--- src/bcrc_pkg.sv ---
// Shared types and constants of the bus command retry controller.
package bcrc_pkg;

    localparam logic [2:0] ACT_TICK       = 3'd0;
    localparam logic [2:0] ACT_SEND_REPLY = 3'd1;
    localparam logic [2:0] ACT_SEND_ONLY  = 3'd2;
    localparam logic [2:0] ACT_FRAME      = 3'd3;
    localparam logic [2:0] ACT_CANCEL     = 3'd4;

    localparam logic [1:0] FRAME_GOOD = 2'd0;
    localparam logic [1:0] FRAME_CRC  = 2'd1;

    localparam logic [2:0] ST_SUCCESS = 3'd0;
    localparam logic [2:0] ST_TIMEOUT = 3'd1;
    localparam logic [2:0] ST_CRC     = 3'd2;
    localparam logic [2:0] ST_NAK     = 3'd3;
    localparam logic [2:0] ST_FAILED  = 3'd4;

    localparam logic [2:0] CFG_RETRY_LIMIT = 3'd0;
    localparam logic [2:0] CFG_RETRY_EN    = 3'd1;
    localparam logic [2:0] CFG_IDLE_WAIT   = 3'd2;
    localparam logic [2:0] CFG_REPLY_WAIT  = 3'd3;
    localparam logic [2:0] CFG_RETRY_PAUSE = 3'd4;
    localparam logic [2:0] CFG_NAK_CODE    = 3'd5;

    localparam int CFG_INDEX_W = 3;
    localparam int CFG_DATA_W  = 16;

    typedef struct packed {
        logic [2:0] action;
        logic       bus_idle;
        logic       send_ok;
        logic [1:0] frame_class;
        logic       frame_is_echo;
        logic       frame_has_data;
        logic [7:0] frame_first_byte;
    } in_beat_t;

    typedef struct packed {
        logic [1:0] mode_now;
        logic       send_refused;
        logic       transmit_now;
        logic       command_done;
        logic [2:0] done_status;
        logic       unsolicited;
        logic [7:0] retries_used;
    } out_beat_t;

    typedef struct packed {
        logic [7:0]  retry_limit;
        logic        retry_en;
        logic [15:0] idle_wait_limit;
        logic [15:0] reply_wait_limit;
        logic [15:0] retry_pause;
        logic [7:0]  nak_code;
    } cfg_t;

    typedef enum logic [2:0] {
        CMD_NOP,
        CMD_TICK,
        CMD_SEND,
        CMD_FRAME,
        CMD_CANCEL
    } cmd_kind_t;

    typedef struct packed {
        cmd_kind_t kind;
        logic      bus_idle;
        logic      send_ok;
        logic      want_reply;
        logic      frame_good;
        logic      frame_crc;
        logic      frame_echo;
        logic      frame_nak;
    } cmd_t;

endpackage

--- src/bus_command_retry_controller.sv ---
// Top level: configuration registers, front end, command queue and protocol engine.
// Each accepted input beat is stored in the queue, then the engine takes it and registers its result beat.
// Throughput: one beat per cycle while the result side is ready, set by the state update of the engine.
// The queue absorbs short stalls of the result side without blocking the input side.
// Reset clears the protocol state, empties the queue and restores register defaults.
module bus_command_retry_controller #(
    parameter int QUEUE_DEPTH = 2
) (
    input  logic                               aclk,
    input  logic                               aresetn,
    input  logic                               s_valid,
    output logic                               s_ready,
    input  bcrc_pkg::in_beat_t                 s_data,
    output logic                               m_valid,
    input  logic                               m_ready,
    output bcrc_pkg::out_beat_t                m_data,
    input  logic                               cfg_we,
    input  logic [bcrc_pkg::CFG_INDEX_W-1:0]   cfg_index,
    input  logic [bcrc_pkg::CFG_DATA_W-1:0]    cfg_wdata
);

    bcrc_pkg::cfg_t cfg_reg;
    bcrc_pkg::cmd_t front_cmd;
    bcrc_pkg::cmd_t queue_cmd;
    logic queue_full;
    logic queue_not_empty;
    logic queue_pop;

    always_ff @(posedge aclk) begin
        if (!aresetn) begin
            cfg_reg.retry_limit <= 8'd3;
            cfg_reg.retry_en <= 1'b1;
            cfg_reg.idle_wait_limit <= 16'd10;
            cfg_reg.reply_wait_limit <= 16'd100;
            cfg_reg.retry_pause <= 16'd10;
            cfg_reg.nak_code <= 8'd21;
        end else if (cfg_we) begin
            unique case (cfg_index)
                bcrc_pkg::CFG_RETRY_LIMIT: cfg_reg.retry_limit <= cfg_wdata[7:0];
                bcrc_pkg::CFG_RETRY_EN:    cfg_reg.retry_en <= cfg_wdata[0];
                bcrc_pkg::CFG_IDLE_WAIT:   cfg_reg.idle_wait_limit <= cfg_wdata;
                bcrc_pkg::CFG_REPLY_WAIT:  cfg_reg.reply_wait_limit <= cfg_wdata;
                bcrc_pkg::CFG_RETRY_PAUSE: cfg_reg.retry_pause <= cfg_wdata;
                bcrc_pkg::CFG_NAK_CODE:    cfg_reg.nak_code <= cfg_wdata[7:0];
                default: begin
                end
            endcase
        end
    end

    assign s_ready = !queue_full;

    bcrc_front u_front (
        .in_beat  (s_data),
        .nak_code (cfg_reg.nak_code),
        .cmd      (front_cmd)
    );

    bcrc_queue #(
        .DEPTH (QUEUE_DEPTH)
    ) u_queue (
        .aclk      (aclk),
        .aresetn   (aresetn),
        .push      (s_valid),
        .push_data (front_cmd),
        .full      (queue_full),
        .pop       (queue_pop),
        .not_empty (queue_not_empty),
        .pop_data  (queue_cmd)
    );

    bcrc_engine u_engine (
        .aclk      (aclk),
        .aresetn   (aresetn),
        .cfg       (cfg_reg),
        .cmd_valid (queue_not_empty),
        .cmd       (queue_cmd),
        .cmd_pop   (queue_pop),
        .m_valid   (m_valid),
        .m_ready   (m_ready),
        .m_data    (m_data)
    );

endmodule

--- src/bcrc_front.sv ---
// Front end: decodes an input beat into a classified command for the queue.
module bcrc_front (
    input  bcrc_pkg::in_beat_t in_beat,
    input  logic [7:0]         nak_code,
    output bcrc_pkg::cmd_t     cmd
);

    always_comb begin
        cmd = '0;
        cmd.kind = bcrc_pkg::CMD_NOP;
        cmd.bus_idle = in_beat.bus_idle;
        cmd.send_ok = in_beat.send_ok;
        cmd.want_reply = (in_beat.action == bcrc_pkg::ACT_SEND_REPLY);
        cmd.frame_good = (in_beat.frame_class == bcrc_pkg::FRAME_GOOD);
        cmd.frame_crc = (in_beat.frame_class == bcrc_pkg::FRAME_CRC);
        cmd.frame_echo = in_beat.frame_is_echo;
        cmd.frame_nak = in_beat.frame_has_data && (in_beat.frame_first_byte == nak_code);
        unique case (in_beat.action)
            bcrc_pkg::ACT_TICK: begin
                cmd.kind = bcrc_pkg::CMD_TICK;
            end
            bcrc_pkg::ACT_SEND_REPLY, bcrc_pkg::ACT_SEND_ONLY: begin
                cmd.kind = bcrc_pkg::CMD_SEND;
            end
            bcrc_pkg::ACT_FRAME: begin
                cmd.kind = bcrc_pkg::CMD_FRAME;
            end
            bcrc_pkg::ACT_CANCEL: begin
                cmd.kind = bcrc_pkg::CMD_CANCEL;
            end
            default: begin
                cmd.kind = bcrc_pkg::CMD_NOP;
            end
        endcase
    end

endmodule

--- src/bcrc_queue.sv ---
// Short command queue between the front end and the protocol engine.
module bcrc_queue #(
    parameter int DEPTH = 2
) (
    input  logic           aclk,
    input  logic           aresetn,
    input  logic           push,
    input  bcrc_pkg::cmd_t push_data,
    output logic           full,
    input  logic           pop,
    output logic           not_empty,
    output bcrc_pkg::cmd_t pop_data
);

    localparam int PTR_W = (DEPTH > 1) ? $clog2(DEPTH) : 1;
    localparam int CNT_W = $clog2(DEPTH + 1);

    bcrc_pkg::cmd_t mem_reg [DEPTH];
    logic [PTR_W-1:0] wr_ptr_reg, wr_ptr_next;
    logic [PTR_W-1:0] rd_ptr_reg, rd_ptr_next;
    logic [CNT_W-1:0] count_reg, count_next;
    logic do_push, do_pop;

    assign full = (count_reg == CNT_W'(DEPTH));
    assign not_empty = (count_reg != '0);
    assign do_push = push && !full;
    assign do_pop = pop && not_empty;
    assign pop_data = mem_reg[rd_ptr_reg];

    always_comb begin
        wr_ptr_next = wr_ptr_reg;
        rd_ptr_next = rd_ptr_reg;
        count_next = count_reg;
        if (do_push) begin
            wr_ptr_next = (wr_ptr_reg == PTR_W'(DEPTH - 1)) ? '0 : wr_ptr_reg + 1'b1;
        end
        if (do_pop) begin
            rd_ptr_next = (rd_ptr_reg == PTR_W'(DEPTH - 1)) ? '0 : rd_ptr_reg + 1'b1;
        end
        if (do_push && !do_pop) begin
            count_next = count_reg + 1'b1;
        end else if (do_pop && !do_push) begin
            count_next = count_reg - 1'b1;
        end
    end

    always_ff @(posedge aclk) begin
        if (!aresetn) begin
            wr_ptr_reg <= '0;
            rd_ptr_reg <= '0;
            count_reg <= '0;
        end else begin
            wr_ptr_reg <= wr_ptr_next;
            rd_ptr_reg <= rd_ptr_next;
            count_reg <= count_next;
        end
    end

    always_ff @(posedge aclk) begin
        if (do_push) begin
            mem_reg[wr_ptr_reg] <= push_data;
        end
    end

endmodule

--- src/bcrc_engine.sv ---
// Protocol engine: pending slot, retry state machine and the result register.
module bcrc_engine (
    input  logic                aclk,
    input  logic                aresetn,
    input  bcrc_pkg::cfg_t      cfg,
    input  logic                cmd_valid,
    input  bcrc_pkg::cmd_t      cmd,
    output logic                cmd_pop,
    output logic                m_valid,
    input  logic                m_ready,
    output bcrc_pkg::out_beat_t m_data
);

    typedef enum logic [1:0] {
        MODE_IDLE       = 2'd0,
        MODE_WAIT_BUS   = 2'd1,
        MODE_WAIT_REPLY = 2'd2,
        MODE_RETRY      = 2'd3
    } mode_t;

    mode_t mode_reg, mode_next;
    logic [15:0] ticks_reg, ticks_next;
    logic [7:0] tally_reg, tally_next;
    logic pending_reg, pending_next;
    logic wants_reg, wants_next;
    logic echo_reg, echo_next;
    logic m_valid_reg, m_valid_next;
    bcrc_pkg::out_beat_t m_data_reg, m_data_next;

    logic [15:0] ticks_inc;
    logic [7:0] tally_inc;
    logic fail_req, retry_req, fin_req, enter_req;
    logic [2:0] fail_st, fin_st;
    mode_t enter_mode;
    logic done, tx, refused, unsol;

    assign cmd_pop = cmd_valid && (!m_valid_reg || m_ready);
    assign m_valid = m_valid_reg;
    assign m_data = m_data_reg;
    assign ticks_inc = (ticks_reg == 16'hFFFF) ? ticks_reg : ticks_reg + 16'd1;
    assign tally_inc = (tally_reg == 8'hFF) ? tally_reg : tally_reg + 8'd1;

    always_comb begin
        mode_next = mode_reg;
        ticks_next = ticks_reg;
        tally_next = tally_reg;
        pending_next = pending_reg;
        wants_next = wants_reg;
        echo_next = echo_reg;
        fail_req = 1'b0;
        fail_st = bcrc_pkg::ST_SUCCESS;
        retry_req = 1'b0;
        fin_req = 1'b0;
        fin_st = bcrc_pkg::ST_SUCCESS;
        enter_req = 1'b0;
        enter_mode = MODE_IDLE;
        done = 1'b0;
        tx = 1'b0;
        refused = 1'b0;
        unsol = 1'b0;

        unique case (cmd.kind)
            bcrc_pkg::CMD_TICK: begin
                ticks_next = ticks_inc;
                unique case (mode_reg)
                    MODE_WAIT_BUS: begin
                        if (cmd.bus_idle) begin
                            if (pending_reg && cmd.send_ok) begin
                                tx = 1'b1;
                                echo_next = 1'b1;
                                if (wants_reg) begin
                                    enter_req = 1'b1;
                                    enter_mode = MODE_WAIT_REPLY;
                                end else begin
                                    fin_req = 1'b1;
                                    fin_st = bcrc_pkg::ST_SUCCESS;
                                end
                            end else begin
                                echo_next = 1'b0;
                                fin_req = 1'b1;
                                fin_st = bcrc_pkg::ST_FAILED;
                            end
                        end else if (ticks_inc >= cfg.idle_wait_limit) begin
                            fail_req = 1'b1;
                            fail_st = bcrc_pkg::ST_TIMEOUT;
                        end
                    end
                    MODE_WAIT_REPLY: begin
                        if (ticks_inc >= cfg.reply_wait_limit) begin
                            fail_req = 1'b1;
                            fail_st = bcrc_pkg::ST_TIMEOUT;
                        end
                    end
                    MODE_RETRY: begin
                        if (ticks_inc >= cfg.retry_pause) begin
                            enter_req = 1'b1;
                            enter_mode = MODE_WAIT_BUS;
                        end
                    end
                    default: begin
                    end
                endcase
            end
            bcrc_pkg::CMD_SEND: begin
                if (pending_reg) begin
                    refused = 1'b1;
                end else begin
                    pending_next = 1'b1;
                    wants_next = cmd.want_reply;
                    tally_next = '0;
                    enter_req = 1'b1;
                    enter_mode = MODE_WAIT_BUS;
                end
            end
            bcrc_pkg::CMD_FRAME: begin
                if (echo_reg) begin
                    echo_next = 1'b0;
                end
                if (!(echo_reg && cmd.frame_echo)) begin
                    if (cmd.frame_crc) begin
                        if (mode_reg == MODE_WAIT_REPLY) begin
                            fail_req = 1'b1;
                            fail_st = bcrc_pkg::ST_CRC;
                        end
                    end else if (cmd.frame_good) begin
                        if (pending_reg && wants_reg && mode_reg == MODE_WAIT_REPLY) begin
                            if (cmd.frame_nak) begin
                                fail_req = 1'b1;
                                fail_st = bcrc_pkg::ST_NAK;
                            end else begin
                                fin_req = 1'b1;
                                fin_st = bcrc_pkg::ST_SUCCESS;
                            end
                        end else begin
                            unsol = 1'b1;
                        end
                    end
                end
            end
            bcrc_pkg::CMD_CANCEL: begin
                fin_req = 1'b1;
                fin_st = bcrc_pkg::ST_FAILED;
            end
            default: begin
            end
        endcase

        if (fail_req) begin
            if (cfg.retry_en) begin
                retry_req = 1'b1;
            end else begin
                fin_req = 1'b1;
                fin_st = fail_st;
            end
        end
        if (retry_req && pending_reg) begin
            tally_next = tally_inc;
            if (tally_inc >= cfg.retry_limit) begin
                fin_req = 1'b1;
                fin_st = bcrc_pkg::ST_TIMEOUT;
            end else begin
                enter_req = 1'b1;
                enter_mode = MODE_RETRY;
            end
        end
        if (fin_req && pending_reg) begin
            done = 1'b1;
            pending_next = 1'b0;
            mode_next = MODE_IDLE;
            ticks_next = '0;
        end else if (enter_req) begin
            mode_next = enter_mode;
            ticks_next = '0;
        end

        m_data_next.mode_now = mode_next;
        m_data_next.send_refused = refused;
        m_data_next.transmit_now = tx;
        m_data_next.command_done = done;
        m_data_next.done_status = done ? fin_st : bcrc_pkg::ST_SUCCESS;
        m_data_next.unsolicited = unsol;
        m_data_next.retries_used = tally_next;

        m_valid_next = m_valid_reg;
        if (cmd_pop) begin
            m_valid_next = 1'b1;
        end else if (m_ready) begin
            m_valid_next = 1'b0;
        end
    end

    always_ff @(posedge aclk) begin
        if (!aresetn) begin
            mode_reg <= MODE_IDLE;
            ticks_reg <= '0;
            tally_reg <= '0;
            pending_reg <= 1'b0;
            wants_reg <= 1'b0;
            echo_reg <= 1'b0;
            m_valid_reg <= 1'b0;
        end else begin
            m_valid_reg <= m_valid_next;
            if (cmd_pop) begin
                mode_reg <= mode_next;
                ticks_reg <= ticks_next;
                tally_reg <= tally_next;
                pending_reg <= pending_next;
                wants_reg <= wants_next;
                echo_reg <= echo_next;
                m_data_reg <= m_data_next;
            end
        end
    end

endmodule

--- config.mk ---
export PLATFORM = sky130hd
export DESIGN_NAME = bus_command_retry_controller
export DESIGN_NICKNAME = d
export VERILOG_FILES = /design/src/bcrc_pkg.sv /design/src/bus_command_retry_controller.sv /design/src/bcrc_front.sv /design/src/bcrc_queue.sv /design/src/bcrc_engine.sv
export SDC_FILE = /design/constraint.sdc
export NUM_CORES = 1
export LEC_CHECK = 0
export BUFFER_PORTS_ARGS = -buffer_cell sky130_fd_sc_hd__buf_2
export CAP_MARGIN = 5
export CORE_ASPECT_RATIO = 2
export CORE_MARGIN = 2
export CORE_UTILIZATION = 58
export DETAILED_ROUTE_END_ITERATION = 16
export PLACE_DENSITY = 0.87
export SKIP_CTS_REPAIR_TIMING = 1
export SYNTH_ARGS = -nofsm -noshare
export SYNTH_HDL_FRONTEND = slang
export SYNTH_SLANG_ARGS = --single-unit
--- constraint.sdc ---
create_clock -name aclk -period 5.6 [get_ports aclk]
set_input_delay 1.12 -clock aclk [delete_from_list [all_inputs] [get_ports aclk]]
set_output_delay 1.12 -clock aclk [all_outputs]
set_load 0.03 [all_outputs]
# After elaboration in Yosys (flattened, before gate mapping)
# Memories as Yosys holds them, arrays and structs flattened. A register that Yosys moved wholly into a read port is not among the register bits.
# Index checks and enable logic that the tools add are counted.
[word_totals]
ff_bits = 116
mem_bits_rw = 20
out_inout_bits = 19
wordCells = 194
memories = 1
[op_classes]
add_sub_neg = 6
n_lt_le_gt_ge = 4
n_eq_ne = 23
muxes = 94
bitwise = 3
reduce_logical = 40
[memory_table]
columns = ["name", "depth", "width", "read_ports", "rd_ports_with_merged_regs", "write_ports", "line", "source"]
rows = [
  ["u_queue.mem_reg", 2, 10, 1, 1, 1, "bcrc_queue.sv:18", "bcrc_pkg::cmd_t mem_reg [DEPTH];"],
]
[op_table]
columns = ["cell", "n"]
rows = [
  ["$mux W16", 4],
  ["$mux W1", 51],
  ["$ge A16 B16 Y1", 3],
  ["$mux W3", 12],
  ["$mux W8", 4],
  ["$mux W2", 11],
  ["$eq A3 B2 Y1 const B", 6],
  ["$pmux W3 S2", 3],
  ["$reduce_and A2 Y1", 9],
  ["$add A16 B1 Y16 const B", 1],
  ["$eq A16 B16 Y1 const B", 1],
  ["$eq A3 B3 Y1 const B", 4],
  ["$logic_and A1 B1 Y1", 12],
  ["$pmux W3 S4", 1],
  ["$pmux W1 S2", 5],
  ["$reduce_bool A2 Y1", 5],
  ["$eq A3 B1 Y1 const B", 3],
  ["$add A8 B1 Y8 const B", 1],
  ["$eq A8 B8 Y1", 1],
  ["$eq A8 B8 Y1 const B", 1],
  ["$ge A8 B8 Y1", 1],
  ["$pmux W2 S2", 2],
  ["$eq A2 B2 Y1 const B", 3],
  ["$logic_not A3 Y1", 2],
  ["other kinds (15)", 24],
]

# Depth between registers and ports, before layout
[depth]
ltp_word = 14
ltp_mapped = 21
mapped_depth_nobuf = 17

# Modules after synthesis
# From an unflattened synthesis, not the netlist that was laid out.
[hier_totals]
hier_cells = 831
area_unflattened_um2 = 7840.0
[by_module_without_submodules]
columns = ["mod", "instances", "cells_each", "area_per_inst_um2"]
rows = [
  ["bcrc_engine", 1, 508, 4230.3],
  ["bus_command_retry_controller", 1, 243, 2499.9],
  ["bcrc_queue", 1, 57, 948.4],
  ["bcrc_front", 1, 23, 161.4],
]

# Worst setup path after synthesis
# Ideal clock, no wire load.
[synth_path]
path_kind = "reg2reg"
from = "register u_engine.ticks_reg[4]"
to = "register u_engine.ticks_reg[13]"
setup_ps = 73
arrival_ps = 4720
required_time_ps = 5527
path_slack_ps = 808
stages_incl_launch_ff = 22
path_buffers = 4
synth_period_minus_slack_ps = 4792
path_cell_list = "dfxtp_1 -> buf_2 -> and4_1 -> nand4_1 -> or4b_1 -> clkbuf_1 -> nor2_1 -> nor3_1 -> nand2_1 -> xnor2_1 -> inv_1 -> ha_1 -> a211oi_1 -> nor2_1 -> or3_1 -> o21ai_0 -> o21bai_4 -> o31a_4 -> or4_4 -> buf_6 -> buf_6 -> o22ai_2"
[synth_via]
elab_chain_len = 13
elab_cells_between_ends = 27
[synth_lines]
columns = ["element", "line", "source"]
rows = [
  ["start: declaration", "bcrc_engine.sv:22", "logic [15:0] ticks_reg, ticks_next;"],
  ["start signal: assignment", "bcrc_engine.sv:205", "ticks_reg <= ticks_next;"],
  ["$add A16 B1 Y16 or $eq A16 B16 Y1 (tied branches)", "bcrc_engine.sv:40", "assign ticks_inc = (ticks_reg == 16'hFFFF) ? ticks_reg : ticks_reg + 16'd1;"],
  ["$mux W16 *", "bcrc_engine.sv:40", ""],
  ["$ge A16 B16 Y1", "bcrc_engine.sv:83", "end else if (ticks_inc >= cfg.idle_wait_limit) begin"],
  ["$mux W1", "bcrc_engine.sv:83", ""],
  ["$mux W1", "bcrc_engine.sv:67", "if (cmd.bus_idle) begin"],
  ["$pmux W1 S2", "bcrc_engine.sv:65", "unique case (mode_reg)"],
  ["$pmux W1 S2", "bcrc_engine.sv:62", "unique case (cmd.kind)"],
  ["$mux W1", "bcrc_engine.sv:148", "if (fail_req) begin"],
  ["$mux W1 or $logic_and A1 B1 Y1 (tied branches)", "bcrc_engine.sv:158, bcrc_engine.sv:156", ""],
  ["$mux W1", "bcrc_engine.sv:156", "if (retry_req && pending_reg) begin"],
  ["$logic_and A1 B1 Y1", "bcrc_engine.sv:166", "if (fin_req && pending_reg) begin"],
  ["$reduce_bool A3 Y1 (no line)", "-", ""],
  ["$reduce_and A2 Y1 (no line)", "-", ""],
]
# Every way passes the cells marked *; elsewhere a longest branch is shown, timed or not. The select of a mux whose other input is x is not followed.
# A chain may end at the register's enable or synchronous reset.

# Worst setup path in the final report
[layout_path]
from = "register u_engine.ticks_reg[4]"
to = "register u_engine.ticks_reg[14]"
# Same word-level chain as after synthesis.

==> results.yml <==
worst_setup_path:
  cp_max_fo: 14
  path_buf_inv: 1
  crit_path_top_delay_cell: "or4_4"
  critPathRequiredTime_ns: 5.95
  crit_arrival_ns: 5.55
  cp_top_family: "simple AND/OR/NAND/NOR gates"
  crit_path_cell_trace: "and4_1 -> nand4_1 -> or4b_1 -> o2111ai_1 -> nor2_1 -> xnor2_1 -> inv_1 -> ha_1 -> o21ai_0 -> nor2_1 -> or3_1 -> o21ai_0 -> o21bai_4 -> o31a_4 -> or4_4 -> o32ai_2"
  critical_path_class: "reg -> reg"
  critPathMaxStageDelay_ns: 0.67
  cp-end-kind: "flip-flop"
  critPathLaunchType: "flip-flop"
yosys:
  synthAdderAreaFrac_pct: 10.39
  synth_area_um2: 7465
  yosysWarningCount: 0
  async_reset_ff_share_pct: 0
  synth.area.top_cells: "dfxtp_1, edfxtp_1, ha_1, nand2_1, inv_1"
  synth_top_area_share_pct: 26.82
  ys_seq_area_share_pct: 41.70
  ys.flop_type: "dfxtp_1"
  yosys_register_bits: 137
  yosysMostFrequentCell: "nand2_1"
  synth-edff-count: 37
  synthTopCellsByCount: "nand2_1, dfxtp_1, inv_1, a21oi_1, ha_1"
  synth_fp_nets: 974
  synth.area.mux_share_pct: 1.559
  synth.distinct_cells: 68
  synth_xor_xnor_area_share_pct: 3.285
  synth_top_area_cell: "dfxtp_1"
  synthSimpleGateAreaFrac_pct: 19.29
  synth_compound_area_share_pct: 16.71
  netlist_instances: 871
  avgSynthCellArea_um2: 8.570
  synth_top_family_by_area: "simple AND/OR/NAND/NOR gates"
routing:
  initialDrtViolationCount: 419
  antenna_left: 0
  wl_met3_mm: 1.024
  highest_layer: "met4"
  wl_mm: 19.55
  wl_met2_mm: 10.59
  met1Wirelength_mm: 6.253
  vias: 6619
  drc_errors: 0
  wl_per_cell_um: 18.03
  vias_per_cell: 6.106
  drt_first_pass_iters: 6
clock_tree:
  path_clk_slew_ns: 0.07
  cts_root_buffer: "clkbuf_16"
  cts_buffers: 17
  cts_tree: "done"
  clk_latency_ns: 0.43
  htree_levels: 4
  cts.sinks: 137
  clockBufferDepth: 2
final_layout:
  utilization_pct: 67.27
  drive_gt1_share_pct: 13.28
  multi_input_area_um2: 3831
  syn_to_final_growth_pct: 13.14
  seqCellArea_um2: 3113
  largest_register_ffs: 65
  fillers: 979
  nNetsFinal: 1024
  diodes: 0
floorplanning:
  die_area_um2: 13850
  coreArea_um2: 12550
  io_pins: 60
  die_height_um: 164.4
  die_width_um: 84.22
  num_rows: 58
  start_util_pct: 59.46
power:
  leakagePower_nw: 3.415
  combinationalPowerShare_pct: 19.8
  power_switching_w: 0.0009487
  p_sw_share_pct: 32.78
  power_frac_clock_pct: 39.3
  powerDensity_nw_per_um2: 342.7
  peakVddDrop_mv: 0.3318
  seqPwrFrac_pct: 40.9
  intPower_w: 0.001946
global_routing:
  grt_pass1_wl_mm: 32.19
  antenna_found_initial: 0
  grt_pass1_vias: 6892
  grt_overflow_total: 0
  grt_max_degree: 61
  grtUsageTotal_pct: 29.65
timing:
  slew_viol_final: 0
  setup_violations: 0
  rsz0062_at_grt: "false"
  max_freq_ghz: 0.1922
  fin_crit_ns: 5.202
  fin_crit_sh_pct: 92.89
  holdWs_ns: 0.4540
  fin_skew_ns: 0.01064
  tightestPinTransition_ns: 0.9606
  hold_viol: 0
  relSlewSlack_pct: 35.82
  fin_setup_tns_ns: 0
  worst_slack_ns: 0.3980
min_path:
  hold_class: "reg -> reg"
place:
  gp_congestion: 0.9374
  dp_slack_ns: 0.4504
  numPortBuffers: 59
  dp_hpwl_mm: 14.50
outcome:
  status: "completed"
flow_run:
  drv_cap: 0
final cells by class:
| type | instances | area share (%) |
|---|---|---|
| multi-input combinational | 601 | 45.36 |
| sequential | 137 | 36.86 |
| clock buffer | 17 | 5.037 |
| inverter | 99 | 4.400 |
| timing repair buffer | 65 | 4.030 |
| tap | 150 | 2.222 |
| clock inverter | 15 | 2.089 |
stage by stage:
stage                     instances  power (W)  instance area [um2]
final                          1084   0.002894                 8446
after global routing           1084   0.002998                 8446
after CTS                      1084   0.002889                 8446
after detailed placement       1052   0.001762                 7844
after global placement         1052   0.001739                 7844
after floorplan                 871   0.001593                 7465
worst paths after layout:
check                                startpoint                             endpoint  slack [ns]  cells past startpoint
min reg2reg            cfg_reg[20]$_SDFFE_PN0P_             cfg_reg[20]$_SDFFE_PN0P_        0.45                      2
min                    cfg_reg[20]$_SDFFE_PN0P_             cfg_reg[20]$_SDFFE_PN0P_        0.45                      2
max reg2reg  u_engine.ticks_reg[4]$_SDFFE_PN0P_  u_engine.ticks_reg[14]$_SDFFE_PN0P_        0.40                     16
max          u_engine.ticks_reg[4]$_SDFFE_PN0P_  u_engine.ticks_reg[14]$_SDFFE_PN0P_        0.40                     16
cell families after synthesis:
family                   after synthesis
buffers and inverters                133
AND/OR/NAND/NOR                      315
XOR/XNOR                              28
multiplexers                          11
flip-flops                           137
adder cells (fa/ha/maj)               62
AO/OA/AOI/OAI                        185
worst reg2reg max path, stage by stage, from the launching register on:
cell       delay (ns)
dfxtp_1          0.47
and4_1           0.29
nand4_1          0.15
or4b_1           0.59
o2111ai_1        0.53
nor2_1           0.12
xnor2_1          0.28
inv_1            0.15
ha_1             0.31
o21ai_0          0.17
nor2_1           0.05
or3_1            0.39
o21ai_0          0.30
o21bai_4         0.10
o31a_4           0.31
or4_4            0.67
o32ai_2          0.25
metal layers:
metal	track usage (%)	vias up
met1	26.79	3089
met4	25.88	0
met5	0	-
li1	-	3095
met3	5.247	121
met2	55.16	314
power groups by stage:
stage / Sequential [W] / Clock [W] / Combinational, W
6_report: 0.00118 / 0.00114 / 0.000572
3_3_place_gp: 0.00120 / 0 / 0.000539
2_1_floorplan: 0.00124 / 0 / 0.000353
5_1_grt: 0.00119 / 0.00119 / 0.000613
4_1_cts: 0.00118 / 0.00114 / 0.000563
3_5_place_dp: 0.00121 / 0 / 0.000557
cells in the final DEF (no fill, tap or decap), types with 10 or more instances in the layout:
master,instances
inv_1,97
o211ai_1,14
dfxtp_1,100
ha_1,62
xnor2_1,18
xor2_1,10
nor2_1,46
clkbuf_16,17
nand2_1,161
a21oi_1,72
o21ai_0,18
o22ai_2,10
buf_2,59
nor3_1,10
o21ai_1,21
edfxtp_1,37
nand3_1,31
Power figures use the tool's default switching activity.
